[src/hdl/dmc_pkg.sv]
// ----------------------------------------------------------------------------
// dmc_pkg
// Shared types and constants of the direct-mapped write-back cache.
// ----------------------------------------------------------------------------
package dmc_pkg;

  localparam int ADDR_W   = 16;
  localparam int DATA_W   = 32;
  localparam int COST_W   = 16;
  localparam int TAG_W    = 2;
  localparam int INDEX_W  = 8;
  localparam int WORD_W   = 4;
  localparam int LINES    = 256;
  localparam int LWORDS   = 4096;
  localparam int STEP_W   = 5;
  localparam int KIND_W   = 2;
  localparam int PADDR_W  = 4;
  localparam int PDATA_W  = 32;

  localparam logic [KIND_W-1:0] KIND_READ  = 2'd0;
  localparam logic [KIND_W-1:0] KIND_WRITE = 2'd1;
  localparam logic [KIND_W-1:0] KIND_CLEAR = 2'd2;

  localparam logic [1:0] REG_CACHE_READ  = 2'd0;
  localparam logic [1:0] REG_CACHE_WRITE = 2'd1;
  localparam logic [1:0] REG_MEM_READ    = 2'd2;
  localparam logic [1:0] REG_MEM_WRITE   = 2'd3;

  localparam logic [COST_W-1:0] RST_CACHE_READ  = 16'd1;
  localparam logic [COST_W-1:0] RST_CACHE_WRITE = 16'd1;
  localparam logic [COST_W-1:0] RST_MEM_READ    = 16'd100;
  localparam logic [COST_W-1:0] RST_MEM_WRITE   = 16'd50;

  localparam logic [STEP_W-1:0] STEP_LAST = 5'd16;

  typedef struct packed {
    logic [COST_W-1:0] cache_read;
    logic [COST_W-1:0] cache_write;
    logic [COST_W-1:0] mem_read;
    logic [COST_W-1:0] mem_write;
  } dmc_cost_t;

  typedef struct packed {
    logic accept;
    logic clear_step;
    logic miss;
    logic wb_step;
    logic fill_step;
    logic finish;
  } dmc_cmd_t;

  typedef struct packed {
    logic is_access;
    logic hit;
    logic victim_dirty;
    logic step_last;
    logic clear_last;
    logic out_free;
  } dmc_status_t;

endpackage

[src/hdl/dmc_regs.sv]
// ----------------------------------------------------------------------------
// dmc_regs
// APB cost registers: four 16-bit cost values, write and read back.
// ----------------------------------------------------------------------------
module dmc_regs (
  input  logic                         clk,
  input  logic                         rst,
  input  logic                         psel,
  input  logic                         penable,
  input  logic                         pwrite,
  input  logic [dmc_pkg::PADDR_W-1:0]  paddr,
  input  logic [dmc_pkg::PDATA_W-1:0]  pwdata,
  output logic [dmc_pkg::PDATA_W-1:0]  prdata,
  output logic                         pready,
  output dmc_pkg::dmc_cost_t           cost
);

  logic [1:0] reg_sel;
  logic       wr_en;

  assign reg_sel = paddr[3:2];
  assign wr_en   = psel & penable & pwrite;
  assign pready  = 1'b1;

  always_ff @(posedge clk) begin
    if (rst) begin
      cost.cache_read  <= dmc_pkg::RST_CACHE_READ;
      cost.cache_write <= dmc_pkg::RST_CACHE_WRITE;
      cost.mem_read    <= dmc_pkg::RST_MEM_READ;
      cost.mem_write   <= dmc_pkg::RST_MEM_WRITE;
    end else if (wr_en) begin
      case (reg_sel)
        dmc_pkg::REG_CACHE_READ:  cost.cache_read  <= pwdata[dmc_pkg::COST_W-1:0];
        dmc_pkg::REG_CACHE_WRITE: cost.cache_write <= pwdata[dmc_pkg::COST_W-1:0];
        dmc_pkg::REG_MEM_READ:    cost.mem_read    <= pwdata[dmc_pkg::COST_W-1:0];
        dmc_pkg::REG_MEM_WRITE:   cost.mem_write   <= pwdata[dmc_pkg::COST_W-1:0];
        default: ;
      endcase
    end
  end

  always_comb begin
    prdata = '0;
    case (reg_sel)
      dmc_pkg::REG_CACHE_READ:  prdata[dmc_pkg::COST_W-1:0] = cost.cache_read;
      dmc_pkg::REG_CACHE_WRITE: prdata[dmc_pkg::COST_W-1:0] = cost.cache_write;
      dmc_pkg::REG_MEM_READ:    prdata[dmc_pkg::COST_W-1:0] = cost.mem_read;
      dmc_pkg::REG_MEM_WRITE:   prdata[dmc_pkg::COST_W-1:0] = cost.mem_write;
      default:                  prdata = '0;
    endcase
  end

endmodule

[config.mk]
export PLATFORM = sky130hd
export DESIGN_NAME = dmc_regs
export DESIGN_NICKNAME = d
export VERILOG_FILES = /design/src/hdl/dmc_pkg.sv /design/src/hdl/dmc_regs.sv
export SDC_FILE = /design/constraint.sdc
export NUM_CORES = 1
export LEC_CHECK = 0
export ABC_AREA = 0
export BUFFER_PORTS_ARGS = -buffer_cell sky130_fd_sc_hd__buf_2
export CAP_MARGIN = 30
export CORE_UTILIZATION = 51
export DETAILED_ROUTE_END_ITERATION = 6
export HOLD_SLACK_MARGIN = 0.06
export PLACE_DENSITY = 0.85
export SYNTH_ARGS = -nofsm -noshare
export SYNTH_HDL_FRONTEND = slang
export SYNTH_SLANG_ARGS = --single-unit
[constraint.sdc]
create_clock -name clk -period 1.7 [get_ports clk]
set_clock_uncertainty 0.05 [all_clocks]
set_input_delay 0 -clock clk [delete_from_list [all_inputs] [get_ports clk]]
set_output_delay 0 -clock clk [all_outputs]
set_load 0.005 [all_outputs]
After elaboration in Yosys (flattened, before gate mapping)
Index checks and enable logic that the tools add are counted.
Widths: inputs -> output; s select.
{"block": "classes", "eq_ne": 3, "n_mux": 1, "bitwise": 2, "reduce_logical": 5}
{"cell": "$pmux 16 s4", "count": 1}
{"cell": "$reduce_and 2->1", "count": 4}
{"cell": "$eq 2x2->1 const B", "count": 2}
{"cell": "$and 1x1->1", "count": 2}
{"cell": "$eq 2x1->1 const B", "count": 1}
{"cell": "$logic_not 2->1", "count": 1}
{"block": "totals", "reg_bits": 64, "input_bits": 41, "output_inout_bits": 97, "elab_cells": 15}

Logic depth before layout (Yosys ltp)
{"block": "logic_depth", "depth_word": 3, "ltp_mapped": 5, "ltp_nobuf": 3}

Worst setup path after synthesis
OpenSTA, ideal clock, no wires.
{"block": "synth_path", "path_type": "input -> register", "from": "input paddr[2] in the netlist's numbering", "to": "register cost[48] in the netlist's numbering", "setup_time_ps": 72, "arrival_time_ps": 882, "required_ps": 1578, "slack_ps": 697, "stages": 4, "n_path_buf": 2, "path_cell_list": "buf_4 -> buf_6 -> nor3_2 -> mux2i_1"}
{"block": "synth_via", "elab_chain_cells": 2}
{"element": "start, declared", "line": "dmc_regs.sv:11", "rtl": "input logic [dmc_pkg::PADDR_W-1:0] paddr,"}
{"element": "$logic_not 2->1", "line": "dmc_regs.sv:32", "rtl": "case (reg_sel)"}
{"element": "$reduce_and 2->1 (no source line)"}
{"element": "end, declared", "line": "dmc_regs.sv:15", "rtl": "output dmc_pkg::dmc_cost_t cost"}
No other way between the ends.
A chain may end at the register's enable or synchronous reset.

Final worst setup path
{"block": "layout_path", "from": "input psel", "to": "register cost[12] in the netlist's numbering"}
{"block": "layout_via", "elab_chain_cells": 3}
{"element": "start, declared", "line": "dmc_regs.sv:8", "rtl": "input logic psel,"}
{"element": "$and 1x1->1 (2 in series)", "line": "dmc_regs.sv:22", "rtl": "assign wr_en = psel & penable & pwrite;"}
{"element": "$reduce_and 2->1 (no source line)"}
No other way between the ends.

==> flow_metrics.env <==
export IMPL_top_register="cost"
export IMPL_drt_iter0_drc=121
export IMPL_rows=28
export IMPL_setup_tns_ns=0
export IMPL_power_density_nw_per_um2=755
export IMPL_reg_top3="cost (64)"
export IMPL_gr_total_overflow=0
export IMPL_routed_via_density=5.08
export IMPL_track_usage_pct=24.9
export IMPL_leakage_nw=1.94
export IMPL_maxCapViolCount=0
export IMPL_vdd_ir_drop_max_uv=788
export IMPL_place_inst=458
export IMPL_yosys_warnings=0
export IMPL_coreArea_um2=5920
export IMPL_post_route_period_util_pct=80.8
export IMPL_drive_gt1_share_pct=35.9
export IMPL_wl_um=7490
export IMPL_crit_arrival_ns=1.59
export IMPL_first_pass_iters=4
export IMPL_worstHoldPathType="in2reg"
export IMPL_timing_fmax_ghz=0.728
export IMPL_synthToLayoutAreaGrowth_pct=28.4
export IMPL_dieHeight_um=80.4
export IMPL_via_count=2504
export IMPL_outcome="finished clean"
export IMPL_synthAdderAreaFrac_pct=0
export IMPL_hp_start="rst"
export IMPL_grt_pass1_wl_um=11900
export IMPL_end_kind="flop"
export IMPL_hpwlAfterDp_um=5030
export IMPL_yosysSeqAreaShare_pct=40.9
export IMPL_layout_common_cells="buf_2 (102), dfxtp_1 (64), nand2b_1 (59)"
export IMPL_cts_buffer_depth=2
export IMPL_grt_max_degree=32
export IMPL_post_cts_buffers=0
export IMPL_synth_compound_area_share_pct=4.15
export IMPL_synth_simple_area_share_pct=19.1
export IMPL_final_antenna_net_count=0
export IMPL_rsz0062_at_grt="false"
export IMPL_synth_xor_area_share_pct=0
export IMPL_syn_area_um2=3130
export IMPL_ios=138
export IMPL_r2r_end="cost[24]"
export IMPL_largest_reg_flops=64
export IMPL_finalPower_mw=3.04
export IMPL_final_common_cell="buf_2"
export IMPL_diodes=0
export IMPL_ys_seq_elements=64
export IMPL_avgSynthCellArea_um2=10.7
export IMPL_clock_latency_ns=0.34
export IMPL_antenna_found_initial=0
export IMPL_hold_path_depth=3
export IMPL_instances_no_fill=493
export IMPL_synth_area_mux_share_pct=27.8
export IMPL_gp_congestion=0.720
export IMPL_port_buffers=102
export IMPL_critPathKind="in2reg"
export IMPL_cp_startpoint="psel"
export IMPL_slew_violations=0
export IMPL_min_to="cost[4]"
export IMPL_initial_core_util_pct=52.9
export IMPL_synth_top_family_by_area="multiplexers"
export IMPL_synth_area_top_cells="dfxtp_1 (41%), mux2i_1 (16%), nand2b_1 (12%)"
export IMPL_syn_inst=293
export IMPL_drc=0
export IMPL_crit_reg2reg_launch="cost[24]"
export IMPL_path_cells="dlygate4sd3_1 > buf_2 > and3_1 > nand3_2 > buf_4 > mux2i_1"
export IMPL_clockRootBuffer="clkbuf_8"
export IMPL_fp_dieW_um=80.4
export IMPL_finalNetCount=454
export IMPL_min_period_ns=1.37
export IMPL_wl_per_cell_um=15.2
export IMPL_yosysTopAreaCellShare_pct=40.9
export IMPL_cp_required_ns=1.92
export IMPL_reg2reg_depth=3
export IMPL_path_clk_slew_ns=0.07
export IMPL_startpoint_type="input port"
export IMPL_synth_area_leader_cell="dfxtp_1"
export IMPL_clock_sinks=64
export IMPL_finalCoreUtilization_pct=67.9
export IMPL_die_area_um2=6460
export IMPL_place_area_um2=3650
export IMPL_r2r_setup_slack_ns=0.86
export IMPL_cts_made_buffers=9
export IMPL_worstPathMaxFanout=11
export IMPL_htreeDepth=3
export IMPL_synth_cell_types=21
export IMPL_hold_viol_final=0
export IMPL_final_cell_area_um2=4020
export IMPL_cts_tree="built"
export IMPL_slowest_stage="dlygate4sd3_1"
export IMPL_slowest_delay_ns=0.55
export IMPL_cts_resized=0
export IMPL_setup_viol=0
export IMPL_grt_pass1_vias=2469
[stage by stage]
stage                     setup WS [ns]  hold WS [ns]
after floorplan                   0.697         0.117
after global placement            0.425         0.227
after detailed placement          0.354         0.239
after CTS                         0.342         0.105
after global routing              0.294         0.128
final                             0.326         0.115
[critical path: cells and delay by family]
| family | cells | cell delay (ns) |
|---|---|---|
| buffers and inverters | 3 | 0.99 |
| and+or+nand+nor | 2 | 0.35 |
| muxes | 1 | 0.24 |
[cell families (layout without fill, tap and decap cells)]
group	Yosys count	in the layout
flip-flops	64	64
buffers and inverters	37	147
AND/OR/NAND/NOR	97	97
multiplexers	67	67
AO/OA/AOI/OAI	26	26
other	2	17
[per-layer routing]
| metal | vias to the layer above | track usage, % | part of all wire (%) |
|---|---|---|---|
| met5 | - | 0 | 0 |
| met4 | 0 | 7.68 | 0.93 |
| met3 | 9 | 9.32 | 6.0 |
| met2 | 91 | 42.9 | 50 |
| met1 | 1195 | 28.5 | 43 |
| li1 | 1209 | - | - |
[Yosys cell counts (all sizes together)]
cell,count
and3,2
mux2i,51
nand4,1
buf,26
nor2b,13
nand3b,1
o21ai,26
or3,1
nor3b,1
nand3,2
or2,1
clkbuf,11
dfxtp,64
nor3,1
nor2,15
mux4,16
conb,2
nand2b,59
[cell type report]
type,count,area [µm²]
Fill cell,477,1900
Multi-Input combinational cell,207,1660
Sequential cell,64,1280
Timing Repair Buffer,131,801
Clock buffer,11,151
Tap cell,75,93.8
Clock inverter,5,31.3
[worst max-delay path by stage]
stage          cells past startpoint         to
6_report                           6   cost[12]
3_5_place_dp                       4   cost[16]
2_1_floorplan                      4   cost[48]
4_1_cts                            2  prdata[4]
3_3_place_gp                       4   cost[31]
5_1_grt                            2  prdata[4]
[what timing repair did]
action,in CTS,in global routing
endpoints found under the setup margin,0,0
hold endpoints to repair,64,0
hold buffers,19,0
[power by group]
part	internal, mW	switching (mW)
Sequential	1.52	0.0146
Clock	0.602	0.592
Combinational	0.160	0.149
(Power assumes the default switching activity.)
