===== src/hdl/dmc_pkg.sv =====
// ----------------------------------------------------------------------------
// dmc_pkg
// Shared types and constants of the direct-mapped write-back cache.
// ----------------------------------------------------------------------------
package dmc_pkg;

  localparam int ADDR_W   = 16;
  localparam int DATA_W   = 32;
  localparam int COST_W   = 16;
  localparam int TAG_W    = 2;
  localparam int INDEX_W  = 8;
  localparam int WORD_W   = 4;
  localparam int LINES    = 256;
  localparam int LWORDS   = 4096;
  localparam int STEP_W   = 5;
  localparam int KIND_W   = 2;
  localparam int PADDR_W  = 4;
  localparam int PDATA_W  = 32;

  localparam logic [KIND_W-1:0] KIND_READ  = 2'd0;
  localparam logic [KIND_W-1:0] KIND_WRITE = 2'd1;
  localparam logic [KIND_W-1:0] KIND_CLEAR = 2'd2;

  localparam logic [1:0] REG_CACHE_READ  = 2'd0;
  localparam logic [1:0] REG_CACHE_WRITE = 2'd1;
  localparam logic [1:0] REG_MEM_READ    = 2'd2;
  localparam logic [1:0] REG_MEM_WRITE   = 2'd3;

  localparam logic [COST_W-1:0] RST_CACHE_READ  = 16'd1;
  localparam logic [COST_W-1:0] RST_CACHE_WRITE = 16'd1;
  localparam logic [COST_W-1:0] RST_MEM_READ    = 16'd100;
  localparam logic [COST_W-1:0] RST_MEM_WRITE   = 16'd50;

  localparam logic [STEP_W-1:0] STEP_LAST = 5'd16;

  typedef struct packed {
    logic [COST_W-1:0] cache_read;
    logic [COST_W-1:0] cache_write;
    logic [COST_W-1:0] mem_read;
    logic [COST_W-1:0] mem_write;
  } dmc_cost_t;

  typedef struct packed {
    logic accept;
    logic clear_step;
    logic miss;
    logic wb_step;
    logic fill_step;
    logic finish;
  } dmc_cmd_t;

  typedef struct packed {
    logic is_access;
    logic hit;
    logic victim_dirty;
    logic step_last;
    logic clear_last;
    logic out_free;
  } dmc_status_t;

endpackage


===== src/hdl/dmc_ctrl.sv =====
// ----------------------------------------------------------------------------
// dmc_ctrl
// Cache sequencer: clearing pass, lookup, write-back, fill and completion.
// ----------------------------------------------------------------------------
module dmc_ctrl (
  input  logic                 clk,
  input  logic                 rst,
  input  logic                 in_valid,
  output logic                 in_ready,
  input  dmc_pkg::dmc_status_t st,
  output dmc_pkg::dmc_cmd_t    cmd
);

  localparam logic [2:0] S_CLEAR  = 3'd0;
  localparam logic [2:0] S_IDLE   = 3'd1;
  localparam logic [2:0] S_LOOKUP = 3'd2;
  localparam logic [2:0] S_WB     = 3'd3;
  localparam logic [2:0] S_FILL   = 3'd4;
  localparam logic [2:0] S_DONE   = 3'd5;

  logic [2:0] state;
  logic [2:0] state_next;

  assign in_ready = (state == S_IDLE);

  always_comb begin
    state_next = state;
    cmd        = '0;
    case (state)
      S_CLEAR: begin
        cmd.clear_step = 1'b1;
        if (st.clear_last) state_next = S_IDLE;
      end
      S_IDLE: begin
        if (in_valid) begin
          cmd.accept = 1'b1;
          state_next = S_LOOKUP;
        end
      end
      S_LOOKUP: begin
        if (st.is_access && !st.hit) begin
          cmd.miss   = 1'b1;
          state_next = st.victim_dirty ? S_WB : S_FILL;
        end else if (st.out_free) begin
          cmd.finish = 1'b1;
          state_next = S_IDLE;
        end
      end
      S_WB: begin
        cmd.wb_step = 1'b1;
        if (st.step_last) state_next = S_FILL;
      end
      S_FILL: begin
        cmd.fill_step = 1'b1;
        if (st.step_last) state_next = S_DONE;
      end
      S_DONE: begin
        if (st.out_free) begin
          cmd.finish = 1'b1;
          state_next = S_IDLE;
        end
      end
      default: state_next = S_IDLE;
    endcase
  end

  always_ff @(posedge clk) begin
    if (rst) begin
      state <= S_CLEAR;
    end else begin
      state <= state_next;
    end
  end

endmodule


===== config.mk =====
export PLATFORM = sky130hd
export DESIGN_NAME = dmc_ctrl
export DESIGN_NICKNAME = d
export VERILOG_FILES = /design/src/hdl/dmc_pkg.sv /design/src/hdl/dmc_ctrl.sv
export SDC_FILE = /design/constraint.sdc
export NUM_CORES = 1
export LEC_CHECK = 0
export BUFFER_PORTS_ARGS = -buffer_cell sky130_fd_sc_hd__buf_2
export CAP_MARGIN = 20
export CELL_PAD_IN_SITES_DETAIL_PLACEMENT = 0
export CELL_PAD_IN_SITES_GLOBAL_PLACEMENT = 1
export CORE_AREA = 2 2 39 41
export DETAILED_ROUTE_END_ITERATION = 10
export DIE_AREA = 0 0 41 43
export GPL_ROUTABILITY_DRIVEN = 0
export PLACE_DENSITY_LB_ADDON = 0.15
export SYNTH_ARGS = -nofsm -noshare
export SYNTH_HDL_FRONTEND = slang
export SYNTH_SLANG_ARGS = --single-unit

===== constraint.sdc =====
create_clock -name clk -period 1.8 [get_ports clk]
set_clock_uncertainty 0.05 [all_clocks]
set_input_delay 0.18 -clock clk [delete_from_list [all_inputs] [get_ports clk]]
set_output_delay 0.18 -clock clk [all_outputs]
set_load 0.005 [all_outputs]

* Word level (Yosys, flattened, before mapping) *
Index checks and enable logic that the tools add are counted.

cells by class
  eq/ne operators = 9
  muxes and demuxes = 18
  reductions and logical operators = 4

operator list
  kind                                                 number
  two-way mux 3 bit                                    7
  case mux 3 bit (6 select lines)                      1
  two-way mux 1 bit                                    9
  inequality test 2 bit, second input constant         4
  equality test 3 x 2 -> 1 bit, second input constant  2
  equality test 3 bit, second input constant           2
  AND reduction 4 bit                                  1
  equality test 3 x 1 -> 1 bit, second input constant  1
  logical NOT 3 bit                                    1
  case mux 1 bit (2 select lines)                      1
  logical AND 1 bit                                    1
  logical NOT 1 bit                                    1

storage, ports and cells
  flip-flop bits (word level) = 3
  input bits = 9
  output and inout bits = 7
  word-level logic and storage cells = 32

* Longest topological paths before layout *
Gate-level depths: netlist of the first run.

  depth after elaboration = 4
  gate-level depth with buffers = 6

* Worst setup path after synthesis of the first run *
OpenSTA, ideal clock, no wires.

  path type = reg-to-reg
  start point = reg state[1]
  end point = reg state[0]
  data arrival time = 1.228 ns
  setup slack = 0.402 ns
  cell stages (with the launch flop) = 7
  clock period less this slack = 1.398 ns
  path through = dfxtp_1 > buf_4 > inv_1 > ha_1 > o21ai_0 > o41ai_1 > o31a_1

on the way
  longest elaborated chain between the ends = 3
  elaborated cells between the ends (all ways) = 12

RTL lines
  element                                                     RTL line        RTL
  start: declaration                                          dmc_ctrl.sv:21  logic [2:0] state;
  start signal: assignment                                    dmc_ctrl.sv:71  state <= state_next;
  equality test 3 x 2 -> 1 bit, or another cell as far along  dmc_ctrl.sv:29  case (state)
  inequality test 2 bit (no source line)                      --
  AND reduction 4 bit (no source line)                        --

Several ways; a longest one is shown, not always the timed one.
A chain may end at the register's enable or synchronous reset.

==> results, run 1 <==
- The run finished with clean final reports.
- The post-synthesis mux area share is 5.65%.
- The final max-slew violation count came to 0.
- The count of inserted antenna diode cells is 0.
- The number of optimization iterations in the first detailed-route pass is 2.
- The final HPWL from detailed placement is 714 um.
- Cells with a size suffix above 1 make up 35.9% of the layout.
- The slack of the worst reg-to-reg path is 0.32 ns.
- The via count of the first global-routing pass was 371.
- In the final layout, the registers with the most flip-flops are state: 3 flops.
- state holds more flip-flops than any other register.
- The final period demand of the worst path is 1.57 ns.
- In this run the power density over the cells is 617 nW/um2.
- The accumulated negative setup slack is 0 ns.
- The die extent in x is 41 um.
- The worst setup path is captured at an output pin.
- Of the total synthesized cell area, the portion taken by XOR and XNOR cells is 0%.
- Dividing the final minimum period by the clock period gives 87.4%.
- The worst hold path terminates at state[1]$_SDFFE_PP0P_.
- The number of placed I/O pins is 16.
- The gate count of the mapped netlist is 47.
- Including well taps, the total number of placed cells is 76.
- The placeable core region is 1380 um2.
- The area growth from synthesis to layout is 31.1%.
- The post-detailed-route wirelength per cell is 11.8 um.
- Hold repair after CTS inserted 0 buffers.
- The critical-path maximum fanout is 13.
- The worst hold path was traced through 2 stages.
- The maximum vdd drop is 255 uV.
- The tightest min-delay check is of the input port to flip-flop type.
- Across every metal layer, demand over resource in global routing totals 13.1%.
- The commonest non-fill, non-tap cell in the layout is sky130_fd_sc_hd__buf_2.
- The critical register-to-register path endpoint is state[1]$_SDFFE_PP0P_.
- The root buffer cell is sky130_fd_sc_hd__clkbuf_4.
- The number of nets in the layout is 75.
- Summing over every cut layer, the via total after detailed routing is 408.
- The category of the critical setup timing path is flip-flop to output pin.
- The worst hold margin is 0.0953 ns.
- The final worst-path setup slack is 0.227 ns.
- The number of antenna violations at the first check in global routing is 0.
- The routed design has 945 um of wire.
- The largest buffer count on any clock path is 2.
- The die height is 43 um.
- In the layout the commonest cells are 15 x sky130_fd_sc_hd__buf_2, 4 x sky130_fd_sc_hd__nand2b_1, 3 x sky130_fd_sc_hd__o21ai_0, 3 x sky130_fd_sc_hd__nand2_1, 3 x sky130_fd_sc_hd__clkbuf_4.
- The first global-routing pass estimated 1.59 mm of wire.
- The number of nets handed over by synthesis was 57.
- The number of storage elements in the synthesis netlist is 3.
- Buffers added to address setup during post-CTS repair amount to 0.
- For the pin with the worst max-slew slack, the measured transition is 0.369 ns.
- The synthesized netlist contains 30 unique library cells.
- STA classifies the critical path startpoint as a flip-flop.
- Timing would allow up to 636 MHz.
- The synthesized netlist devotes 3.53% of its cell area to adder and majority cells.
- The initialized floorplan defines 14 standard-cell rows.
- The number of warning messages in the yosys log is 0.
- The synthesized netlist devotes 30.4% of its cell area to compound gates.
- Clock-pin slew was measured on the worst setup and hold paths at 0.04 ns.
- Setup repair after global routing left no endpoint under its margin.
- The number of hold violations in the final report was 0.
- The final standard cell utilization of the core is 33.5%.
- After synthesis, the mean cell area works out to 7.53 um2.
- For this design the static power due to leakage is 0.207 nW.
- The number of nets with antenna violations after routing is 0.
- The count of buffers added on input and output ports is 15.
- The required time reported for the critical path endpoint is 1.57 ns.
- The tool flagged a number of max-cap violations equal to 0.
- Counting the fill cells in the layout gives 163.
- TritonCTS built the clock tree.
- The number of standard cells in the final layout excluding fillers is 80.
- The register with the most flip-flops in the layout has 3 of them.
- The synthesized netlist devotes 34.6% of its cell area to simple gates.
- The DRC marker count from the first detailed-route iteration is 5.
- The later pin in the worst-skew pair is clocked with a latency of 0.24 ns.
- The launch instance of the worst min-delay path is rst.
- Data on the critical path arrives at its endpoint at 1.34 ns.
- The remaining global-route overflow is 0.
- The source of the worst register-to-register timing path is state[2]$_SDFFE_PP0P_.
- The post-detailed-route DRC marker count is 0.
- In this run, CTS created clock tree buffers numbering 3.
- The area of the mapped netlist is 354 um2.
- The share of the Yosys chip area taken by registers is 17.0%.
- The dominant combinational cell family by area after synthesis is simple AND/OR/NAND/NOR gates.
- The count of endpoints failing setup in the final report is 0.
- The die footprint is 1760 um2.
- The number of cells on the worst reg-to-reg path is 4.
- Entering global routing, the biggest net connects 15 pins.
- The worst pin sits at a relative slew slack of 75.3%.
- OpenSTA, run right after detailed placement, puts the worst setup slack at 0.291 ns.
- The post-cts repair resize count is 0.
- The level count of the clock H-tree is 1.
- Dividing the detail-routed via count by the number of cells gives 5.10.
- The clock drives 3 sinks.
- The starting density of the core is 25.6%.
## cell type report
type	instances	area (um2)	area share, %
repair buffers	16	82.6	17.8
inverters	3	11.3	2.43
flip-flops and latches	3	61.3	13.2
multi-input cells	38	263	56.6
well taps	16	20.0	4.31
clock buffers	4	26.3	5.66
## metrics by stage
stage               power (mW)  instance area [um2]
CTS                      0.292                  463
floorplan                0.137                  354
global placement         0.169                  437
detailed placement       0.166                  437
global route             0.308                  464
finish                   0.287                  464
## how the worst max path moves through the flow
stage                                  endpoint  slack [ns]                  start  cells past startpoint
after global placement    state[0]$_SDFFE_PP0P_        0.26  state[0]$_SDFFE_PP0P_                      4
after floorplan           state[0]$_SDFFE_PP0P_        0.40  state[1]$_SDFFE_PP0P_                      6
after detailed placement  state[1]$_SDFFE_PP0P_        0.29  state[0]$_SDFFE_PP0P_                      4
final                                    cmd[0]        0.23  state[2]$_SDFFE_PP0P_                      4
after global routing                     cmd[5]        0.13  state[2]$_SDFFE_PP0P_                      4
after CTS                                cmd[5]        0.13  state[0]$_SDFFE_PP0P_                      4
## where the power goes
group | switching [mW] | total, mW | internal [mW]
logic | 0.0419 | 0.0816 | 0.0396
clock network | 0.0375 | 0.121 | 0.0832
registers | 0.0128 | 0.0843 | 0.0715
## layer usage
metal	GRT usage [%]	vias up	part of all wire (%)
li1	-	208	-
met1	19.6	189	49
met2	17.2	9	45
met3	1.57	2	4.4
met4	8.00	0	1.7
met5	0	-	0
## Yosys cell counts
cell,n,area share (%)
sky130_fd_sc_hd__a211o_1,1,2.5
sky130_fd_sc_hd__a211oi_1,1,2.1
sky130_fd_sc_hd__a21oi_1,2,2.8
sky130_fd_sc_hd__a2bb2oi_1,1,2.5
sky130_fd_sc_hd__a32oi_1,1,2.5
sky130_fd_sc_hd__and2_1,1,1.8
sky130_fd_sc_hd__and3_1,1,1.8
sky130_fd_sc_hd__and4bb_1,1,3.5
sky130_fd_sc_hd__buf_2,1,1.4
sky130_fd_sc_hd__buf_4,2,4.2
sky130_fd_sc_hd__dfxtp_1,3,17
sky130_fd_sc_hd__ha_1,1,3.5
sky130_fd_sc_hd__inv_1,2,2.1
sky130_fd_sc_hd__inv_2,1,1.1
sky130_fd_sc_hd__mux2i_1,2,5.7
sky130_fd_sc_hd__nand2_1,3,3.2
sky130_fd_sc_hd__nand2b_1,4,7.1
sky130_fd_sc_hd__nand3_1,1,1.4
sky130_fd_sc_hd__nand3b_1,1,2.1
sky130_fd_sc_hd__nor2_1,2,2.1
sky130_fd_sc_hd__nor2_2,1,1.8
sky130_fd_sc_hd__nor2b_1,1,1.8
sky130_fd_sc_hd__nor3_1,2,2.8
sky130_fd_sc_hd__nor3_2,1,2.8
sky130_fd_sc_hd__nor4b_1,1,2.5
sky130_fd_sc_hd__o21ai_0,3,4.2
sky130_fd_sc_hd__o21ai_1,1,1.4
sky130_fd_sc_hd__o22a_1,2,4.9
sky130_fd_sc_hd__o31a_1,2,4.9
sky130_fd_sc_hd__o41ai_1,1,2.5
## critical path, cell delays in order (launching register included)
cell	delay, ns
sky130_fd_sc_hd__dfxtp_1	0.41
sky130_fd_sc_hd__nand2b_1	0.25
sky130_fd_sc_hd__nand3b_1	0.18
sky130_fd_sc_hd__a21oi_1	0.15
sky130_fd_sc_hd__buf_2	0.12
## logic make-up (layout without fill, tap and decap cells)
kind of cell,count (synthesis),count (layout)
compound gates,15,15
buf+inv,6,23
flops,3,3
simple gates,20,20
mux,2,2
fa+ha+maj,1,1
No activity file was read; power rests on OpenSTA's default activity.
==> run 2, diff against run 1 <==
BUFFER_PORTS_ARGS = -buffer_cell sky130_fd_sc_hd__buf_4   (was -buffer_cell sky130_fd_sc_hd__buf_2)
==> results, run 2 (synthesis results as in run 1) <==
- The combinational share of power is 30.8%.
- Setup violations remaining at the end of the flow were counted as 0.
- The share of the cycle needed by the critical path after routing is 92.6%.
- The largest net degree at the start of global routing is 15.
- The count of inserted antenna diode cells is 0.
- Once the clock tree was built, the resizer swapped 0 gates to a different size.
- TritonCTS created 3 clock buffers.
- The largest individual stage delay along the critical path comes from the cell sky130_fd_sc_hd__dfxtp_1.
- The number of flip-flops under the largest register name is 3.
- The post-detailed-route DRC marker count is 0.
- The number of hold violations in the final report is 0.
- The starting density of the core is 25.6%.
- At the worst endpoint, the required time is 1.57 ns.
- The clock reaches the later pin of the worst-skew pair after 0.24 ns.
- In this run the power spent charging and discharging nets is 0.0918 mW.
- The number of buffers inserted by hold repair at cts is 0.
- The area growth from synthesis to layout is 41.3%.
- The launch instance of the worst min-delay path is rst.
- The detailed router put a total of 466 um of wire on met1.
- The data arrival time at the worst-slack endpoint is 1.44 ns.
- For this design the top-level I/O count stands at 16.
- On the final layout, the worst hold slack is 0.0767 ns.
- Buffers added to address setup during post-CTS repair amount to 0.
- The number of cells on the worst reg-to-reg path is 4.
- The commonest non-fill, non-tap cell in the layout is sky130_fd_sc_hd__buf_4.
- Measured along the x axis, the die boundary spans 41 um.
- The number of nets in the layout is 75.
- The CTS tree is done.
- The end point of the worst hold path is state[2]$_SDFFE_PP0P_.
- Across the VDD grid, the largest voltage drop is 335 uV.
- Once detail routing completed, the nets flagged for antenna violations numbered 0.
- In the layout the commonest cells are 16 x sky130_fd_sc_hd__buf_4, 4 x sky130_fd_sc_hd__nand2b_1.
- The remaining global-route overflow is 0.
- The switching fraction of total power is 31.1%.
- The DRC marker count from the first detailed-route iteration is 1.
- The core region is 1380 um2.
- The via count of the first global-routing pass is 379.
- The die height is 43 um.
- The slack of the worst reg-to-reg path is 0.28 ns.
- The largest registers in the layout are state: 3 flops.
- The worst hold path cell count is 2.
- In the final timing run, aggregate negative setup slack is 0 ns.
- The clock passes through at most 2 buffers.
- The count of buffers added on input and output ports is 15.
- The die covers 1760 um2.
- The root buffer cell chosen for the clock tree is sky130_fd_sc_hd__clkbuf_4.
- The clock input transition at the sequential cells of the worst setup and hold paths is 0.04 ns.
- The final period demand of the worst path is 1.67 ns.
- The highest clock frequency the design can meet is 600 MHz.
- In this run, placement finished with an instance count of 76.
- Measured against its own limit, the worst slew margin works out to 67.8%.
- The worst setup path is captured at an output pin.
- The number of antenna violations at the first check in global routing is 0.
- The via density per instance is 5.01.
- The critical-path maximum fanout is 14.
- The highest signal layer in the routed design is met3.
- The flow ran to the end, and the final reports show no timing, DRC or antenna violations.
- Leaving out filler cells and counting taps, the final layout contains 80.
- More flip-flops sit in one register than any other, and that register is state.
- The final HPWL from detailed placement is 711 um.
- The number of optimization iterations in the first detailed-route pass is 2.
- The sequential share of power is 28.3%.
- The area occupied by multi-input gates is 263 um2.
- The first global-routing pass estimated 1.61 mm of wire.
- The post-detailed-route wirelength per cell is 11.9 um.
- The via total after detailed routing is 401.
- For the pin with the worst max-slew slack, the measured transition is 0.482 ns.
- Row generation in the floorplan step produced 14 rows.
- After detailed routing, the met3 layer carries 34 um of wire.
- The class of the worst hold path is input port to flip-flop.
- Clock tree synthesis found a total of 3 sinks.
- The worst setup path is launched from a flip-flop.
- Wires add up to 948 um.
- The total routing usage reported by global routing is 13.8%.
- The number of fill cells in the layout is 169.
- The reported max-cap violation count is 0.
- The total power per unit cell area is 589 nW/um2.
- The post-route netlist has 34.4% of its cells at a drive strength greater than 1.
- CTS built an H-tree with a depth of 1.
- The clock network burns 40.9% of the power.
- For this design the static power due to leakage is 0.215 nW.
- The critical register-to-register path endpoint is state[1]$_SDFFE_PP0P_.
- The internal power of the cells is 0.203 mW.
- The largest single stage delay on the critical path is 0.61 ns.
- The startpoint identified for the worst register-to-register timing path is state[0]$_SDFFE_PP0P_.
- The worst setup path is of the flip-flop to output pin kind.
- The total length of routed met2 wires is 447 um.
- The final max-slew violation count was 0.
- Setup repair after global routing left no endpoint under its margin.
- The footprint of the flip-flops and latches is 60.1 um2.
- The signal on the critical path passes through nand2b_1, nor2_1, and2_1, buf_4.
[run 2: cell count changes in the layout (fill, tap and decap cells not counted)]
cell / before / now
sky130_fd_sc_hd__buf_4: 1 / 16
sky130_fd_sc_hd__dfxtp_2: 1 / 0
sky130_fd_sc_hd__buf_2: 15 / 0
sky130_fd_sc_hd__dfxtp_1: 2 / 3
[run 2: worst max-delay path by stage]
stage	from	endpoint	slack [ns]	cells past startpoint
floorplan	state[1]$_SDFFE_PP0P_	state[0]$_SDFFE_PP0P_	0.40	6
global placement	state[0]$_SDFFE_PP0P_	state[1]$_SDFFE_PP0P_	0.27	4
detailed placement	state[0]$_SDFFE_PP0P_	state[1]$_SDFFE_PP0P_	0.28	4
CTS	state[0]$_SDFFE_PP0P_	cmd[5]	0.13	4
global route	state[0]$_SDFFE_PP0P_	cmd[5]	0.02	4
finish	state[0]$_SDFFE_PP0P_	cmd[5]	0.13	4
[run 2: cell type report]
| class | count | share of cell area [%] |
|---|---|---|
| Sequential cell | 3 | 12.0 |
| Clock buffer | 4 | 5.25 |
| Inverter | 3 | 2.25 |
| Timing Repair Buffer | 16 | 24.0 |
| Multi-Input combinational cell | 38 | 52.5 |
| Tap cell | 16 | 4.00 |
[run 2: per-stage QoR]
| stage | area (um2) | util [%] | worst slack (ns) | total power, mW |
|---|---|---|---|---|
| after CTS | 500 | 36.2 | 0.133 | 0.306 |
| after global routing | 500 | 36.2 | 0.0185 | 0.321 |
| final | 500 | 36.2 | 0.133 | 0.295 |
| after floorplan | 354 | - | 0.402 | 0.137 |
| after global placement | 474 | 34.3 | 0.267 | 0.178 |
| after detailed placement | 474 | 34.3 | 0.282 | 0.176 |
[run 2: power by group through the flow]
stage	Clock (mW)	Combinational, mW	Sequential [mW]
floorplan	0	0.0616	0.0755
global placement	0	0.0932	0.0850
detailed placement	0	0.0918	0.0841
CTS	0.130	0.0920	0.0831
global route	0.133	0.103	0.0847
finish	0.121	0.0908	0.0835
[run 2: metal layers]
metal,track usage (%),vias to the layer above
met4,10.0,0
met3,3.14,0
li1,-,211
met2,19.4,7
met5,0,-
met1,17.5,183
[run 2: critical path: cells and delay by family (launching register included)]
family	cells	cell delay (ns)
DFF	1	0.61
and+or+nand+nor	3	0.49
buffers and inverters	1	0.10
